**src/rtl/pqs_div_stage.sv**
```systemverilog
// One registered step of a restoring divider: produces one quotient bit.
// Carries a side payload along with the partial result. No package use.
module pqs_div_stage #(
    parameter int RW = 31,
    parameter int NW = 63,
    parameter int QW = 63,
    parameter int SW = 1
) (
    input  logic          i_clk,
    input  logic          i_rst_n,
    input  logic          i_en,
    input  logic [RW-1:0] i_divisor,
    input  logic          i_valid,
    input  logic [RW-1:0] i_rem,
    input  logic [NW-1:0] i_num,
    input  logic [QW-1:0] i_quo,
    input  logic [SW-1:0] i_side,
    output logic          o_valid,
    output logic [RW-1:0] o_rem,
    output logic [NW-1:0] o_num,
    output logic [QW-1:0] o_quo,
    output logic [SW-1:0] o_side
);

    logic [RW:0]   trial;
    logic          ge;
    logic [RW-1:0] n_rem;
    logic          r_valid;
    logic [RW-1:0] r_rem;
    logic [NW-1:0] r_num;
    logic [QW-1:0] r_quo;
    logic [SW-1:0] r_side;

    assign trial = {i_rem, i_num[NW-1]};
    assign ge    = trial >= {1'b0, i_divisor};
    assign n_rem = ge ? RW'(trial - {1'b0, i_divisor}) : trial[RW-1:0];

    always_ff @(posedge i_clk) begin
        if (!i_rst_n) begin
            r_valid <= 1'b0;
        end else if (i_en) begin
            r_valid <= i_valid;
        end
    end

    always_ff @(posedge i_clk) begin
        if (i_en) begin
            r_rem  <= n_rem;
            r_num  <= {i_num[NW-2:0], 1'b0};
            r_quo  <= {i_quo[QW-2:0], ge};
            r_side <= i_side;
        end
    end

    assign o_valid = r_valid;
    assign o_rem   = r_rem;
    assign o_num   = r_num;
    assign o_quo   = r_quo;
    assign o_side  = r_side;

endmodule

```
**config.mk**
```make
export PLATFORM = sky130hd
export DESIGN_NAME = pqs_div_stage
export DESIGN_NICKNAME = d
export VERILOG_FILES = /design/src/rtl/pqs_div_stage.sv
export SDC_FILE = /design/constraint.sdc
export NUM_CORES = 1
export LEC_CHECK = 0
export BUFFER_PORTS_ARGS = -buffer_cell sky130_fd_sc_hd__buf_2
export CORE_AREA = 2 2 137 139
export CTS_CLUSTER_DIAMETER = 120
export DETAILED_ROUTE_END_ITERATION = 12
export DIE_AREA = 0 0 139 141
export GPL_TIMING_DRIVEN = 0
export PLACE_DENSITY = 0.69
export SLEW_MARGIN = 30
export SYNTH_ARGS = -nofsm -noshare
export SYNTH_HDL_FRONTEND = slang
export SYNTH_SLANG_ARGS = --single-unit
```
**constraint.sdc**
```tcl
create_clock -name i_clk -period 3.8 [get_ports i_clk]
set_input_delay 0.76 -clock i_clk [delete_from_list [all_inputs] [get_ports i_clk]]
set_output_delay 0.76 -clock i_clk [all_outputs]
set_load 0.05 [all_outputs]
```
# Word-level counts from Yosys, hierarchy flattened
# Index checks and enable logic that the tools add are counted.
[op_classes] order_cmp=1 mux=1 addsub=1
[ops] cell="$ge A32 B31 Y1" n=1
[ops] cell="$mux W31" n=1
[ops] cell="$sub A31 B31 Y31" n=1
[totals] regBits=158 in_bits=193 out_inout_bits=159

# Depth between registers and ports, before layout
[depth] ltp_word=2 depth_mapped=13

# Worst setup path after synthesis
# OpenSTA, ideal clock, no wires.
[synth_path] path_kind="input to register" from="input i_num[62]" to="register r_rem[27], in the netlist o_rem[27], data pin" setup_time_ns=0.258 path_stages=12 path_slack_ns=0.681 arrival_time_ns=2.861 required_time_ns=3.542 n_path_buf=1 path_cell_list="inv_1 ha_1 fa_1 nor2b_1 o31ai_1 a21oi_1 o21ai_0 a211oi_1 nor2_2 buf_6 a2111o_1 o221a_2"
[synth_between] elab_chain_cells=2 word_cells_on_any_way=3
[synth_lines] element="start, declared" line="15" rtl="input logic [NW-1:0] i_num,"
[synth_lines] element="$sub A31 B31 Y31 or $ge A32 B31 Y1 (tied branches)" line="36, 35"
[synth_lines] element="$mux W31 *" line="36" rtl="assign n_rem = ge ? RW'(trial - {1'b0, i_divisor}) : trial[RW-1:0];"
[synth_lines] element="net n_rem[27]" line="27" rtl="logic [RW-1:0] n_rem;"
[synth_lines] element="end signal, assigned" line="48" rtl="r_rem <= n_rem;"
[synth_lines] element="end, declared" line="29" rtl="logic [RW-1:0] r_rem;"
# The timed path passes the listed nets; every way through them passes the cells marked *.
# A chain may end at the register's enable or synchronous reset.

# Worst setup path after layout
[layout_path] from="input i_rem[2]" to="register r_rem[27], in the netlist o_rem[27], data pin"
[layout_between] elab_chain_cells=2 word_cells_on_any_way=3
[layout_lines] element="start, declared" line="14" rtl="input logic [RW-1:0] i_rem,"
[layout_lines] element="$sub A31 B31 Y31 or $ge A32 B31 Y1 (tied branches)" line="36, 35"
[layout_lines] element="$mux W31 *" line="36"
[layout_lines] element="net n_rem[27]" line="27"
# Marked as above.

==> summary.md <==
| Metric | Value |
|---|---|
| Int Pwr | 3.44 mW |
| Slowest Stage Delay on Critical Path | slightly below 0.7 ns |
| Critical-path top delay cell | o31ai_1 |
| Global-route wire length before repair | 29.9 mm |
| Synth cell count leaders | 157 x edfxtp_1, 52 x nand2_1, 43 x inv_1 |
| Largest area contributor in the netlist | edfxtp_1 |
| Row count | 50 |
| Clk pwr share | 0.336 |
| TritonRoute pass-1 iters | 4 |
| I/O pin cnt | 352 |
| Mapped Nets | 730 |
| Final Cell Area | between 9000 and 10000 sq um |
| Yosys warns | 0 |
| Max Fclk | 0.315 GHz |
| Final setup vio count | 0 |
| Worst Tran Pin Value | 0.723 ns |
| Num CTS Buffers | 17 |
| Vias | 5454 |
| Final min period | between 3 and 4 ns |
| Period utilisation layout | 0.835 |
| Reg area | around 4700 sq um |
| Sw Pwr | roughly 1.7 mW |
| DIE WIDTH | around 140 microns |
| Number of global-route vias before repair | 5195 |
| Setup crit end kind | register |
| Synth top area share | 0.682 |
| Synth top area cells | edfxtp_1 68%, ha_1 5.6%, o21ai_0 3.0% |
| Final WS setup | 0.626 ns |
| Worst min-delay path class | in2reg |
| Buf/Inv on CP | 1 |
| Final core utilization | 0.525 |
| Drt total wl | 20.7 mm |
| Syn_area_per_cell | ~14 sq um |
| Post-synth EDFFs | 157 |
| Antenna Nets Post-Route | 0 |
| Logic pwr share | 0.248 |
| WS Path Type | in2reg |
| Flop pwr share | 0.416 |
| Max Root-Sink Buffers | 2 |
| GRT Util Overall | 0.202 |
| Min-delay src | i_quo[14] |
| Starting Density | 0.378 |
| Core area | 18300 sq um |
| Area growth syn-to-layout | 38.7% |
| WL/cell | approximately 18 microns |
| Gr ovfl total | 0 |
| Slew Viols, Final | 0 |
| Worst setup SP type | input pin |
| Root buffer cell | clkbuf_16 |
| CP Cell Sequence | buf_2, ha_1, nand4_1, o22ai_1, a32oi_2, o31ai_1, a221o_1, a21oi_1, o221a_2 |
| Worst Path Max Fanout | 6 |
| Initial antenna violation count | 4 |
| Synthesized area | about 7000 sq um |
| Required @ worst endpoint | just under 4 ns |
| Fin nets | 1099 |
| Die Ht | ~140 microns |
| Post-CTS Repair Setup Buffers | 0 |
| Clock sinks | roughly 160 |
| Cells after Synth | between 500 and 600 |
| Final HPWL from detailed placement | 16.1 mm |
| Reg-to-Reg Start | o_valid |
| Count leader, synth | edfxtp_1 |
| Dpl cell area | 8980 sq um |
| CTS tree | yes |
| Clock latency on the worst-skew pair | 0.41 ns |
| Design Power | ~5.2 mW |
| Hold Vio Cnt, Final | 0 |
| Reported max-cap violation count | 0 |
| Port Buffer Count | 349 |
| Predominant post-synthesis flop cell | edfxtp_1 |
| Layout cells sized above 1 | 0.451 |
| Crit path max-delay family | compound AO/OA/AOI/OAI gates |
| Pwr Density | about 540 nW/um^2 |
| Largest net degree at the start of global routing | 93 |
| Slew HR | 0.514 |
| RD Place Congestion | between 0.8 and 0.9 |
| Setup WS pre-CTS | ~0.15 ns |
| Post-route DRC | 0 |
| Worst Path Arrival | 3.34 ns |
| Post-CTS Resized | 0 |
| Fin Clk Skew | 0 ns |
| Crit. Startpoint | i_rem[2] |
| LEAKAGE | approximately 4.3 nW |
| Flops & latches, synth | between 150 and 200 |
| Setup TNS | 0 ns |
| Peak supply drop | 0.321 mV |
| Sw Ratio | 0.335 |
| Sequential cell area fraction in the yosys report | 0.685 |
| Area of the multi-input gates | about 1900 sq um |
| Unrepaired setup endpoints after global routing | no |
| CTS H-Tree Depth | 4 |
| Post-synthesis async set-or-reset flop share | 0 |
| Clk slew on worst S/H paths | about 0.070 ns |
| Status | finished, final reports clean |
| Synth unique cells | 55 |
| Hold-fix buffer count after cts | 0 |
| Iteration-0 DRC Markers | ~330 |
| Vias per cell | between 4 and 5 |
| # fillers | about 1.6k |
| Area of the die | a little under 20000 sq um |
-- cell families after synthesis --
| logic type | count (synthesis) | share of synthesized area |
|---|---|---|
| fa+ha+maj | 32 | 0.0590 |
| other cells | 1 | 0.000543 |
| buf+inv | 60 | 0.0371 |
| compound gates | 124 | 0.115 |
| mux | 2 | 0.00362 |
| simple gates | 105 | 0.0703 |
| flops | 158 | 0.685 |
| xor+xnor | 23 | 0.0292 |
-- per-stage QoR --
stage / instances / hold WS [ns]
3_5_place_dp: 1089 / 0.508
6_report: 1121 / 0.510
3_3_place_gp: 1088 / 0.492
5_1_grt: 1121 / 0.483
2_1_floorplan: 505 / 0.743
4_1_cts: 1120 / 0.489
-- cell type report --
cell class | instances | area share
buffer | 16 | 0.00927
antenna | 1 | 0.000261
inverter | 44 | 0.0175
tap | 234 | 0.0305
clock inverter | 14 | 0.0179
timing repair buffer | 350 | 0.186
clock buffer | 17 | 0.0444
sequential | 158 | 0.494
multi-input combinational | 287 | 0.200
-- state kept, by name, summed over array words and instances (netlist names) --
register and count:
o_quo 63, o_num 62, o_rem 31, o_side 1, o_valid 1
-- power groups by stage --
stage	clock network [mW]	logic, mW	registers [mW]
after detailed placement	0	1.28	2.19
after global routing	1.85	1.35	2.16
after floorplan	0	0.307	2.77
after global placement	0	1.27	2.19
after CTS	1.77	1.29	2.15
final	1.74	1.28	2.15
-- path summary, 6_finish.rpt --
path / depth (start not counted) / to / slack [ns]
worst max-delay path: 9 / o_rem[27] / 0.63
worst min-delay path: 1 / o_quo[15] / 0.51
worst max register to register: 2 / o_valid / 3.22
worst min register to register: 2 / o_valid / 0.52
-- routing by layer --
layer / up-vias / part of all wire / global-route usage
li1: 2623 / - / -
met1: 2593 / 0.40 / 0.245
met2: 211 / 0.51 / 0.350
met3: 23 / 0.067 / 0.0605
met4: 4 / 0.016 / 0.0601
met5: - / 0.0013 / 0
-- layout by cell type, fill, tap and decap left out, types with 3 or more instances in the layout --
cell	instances
buf_4	4
nand2b_1	5
o21bai_1	5
and3_1	4
xnor2_1	12
clkinvlp_4	3
inv_6	4
inv_8	4
a21oi_1	34
a211oi_1	7
o21ai_0	41
xor2_1	11
nand4_1	5
buf_2	353
edfxtp_1	157
clkbuf_1	6
nor3_1	4
o31ai_1	5
nand2_1	52
a21o_1	6
ha_1	31
nand3_1	4
clkbuf_16	17
nor2b_1	5
and2_1	4
inv_1	43
nor2_1	15
Power figures use the tool's default switching activity.
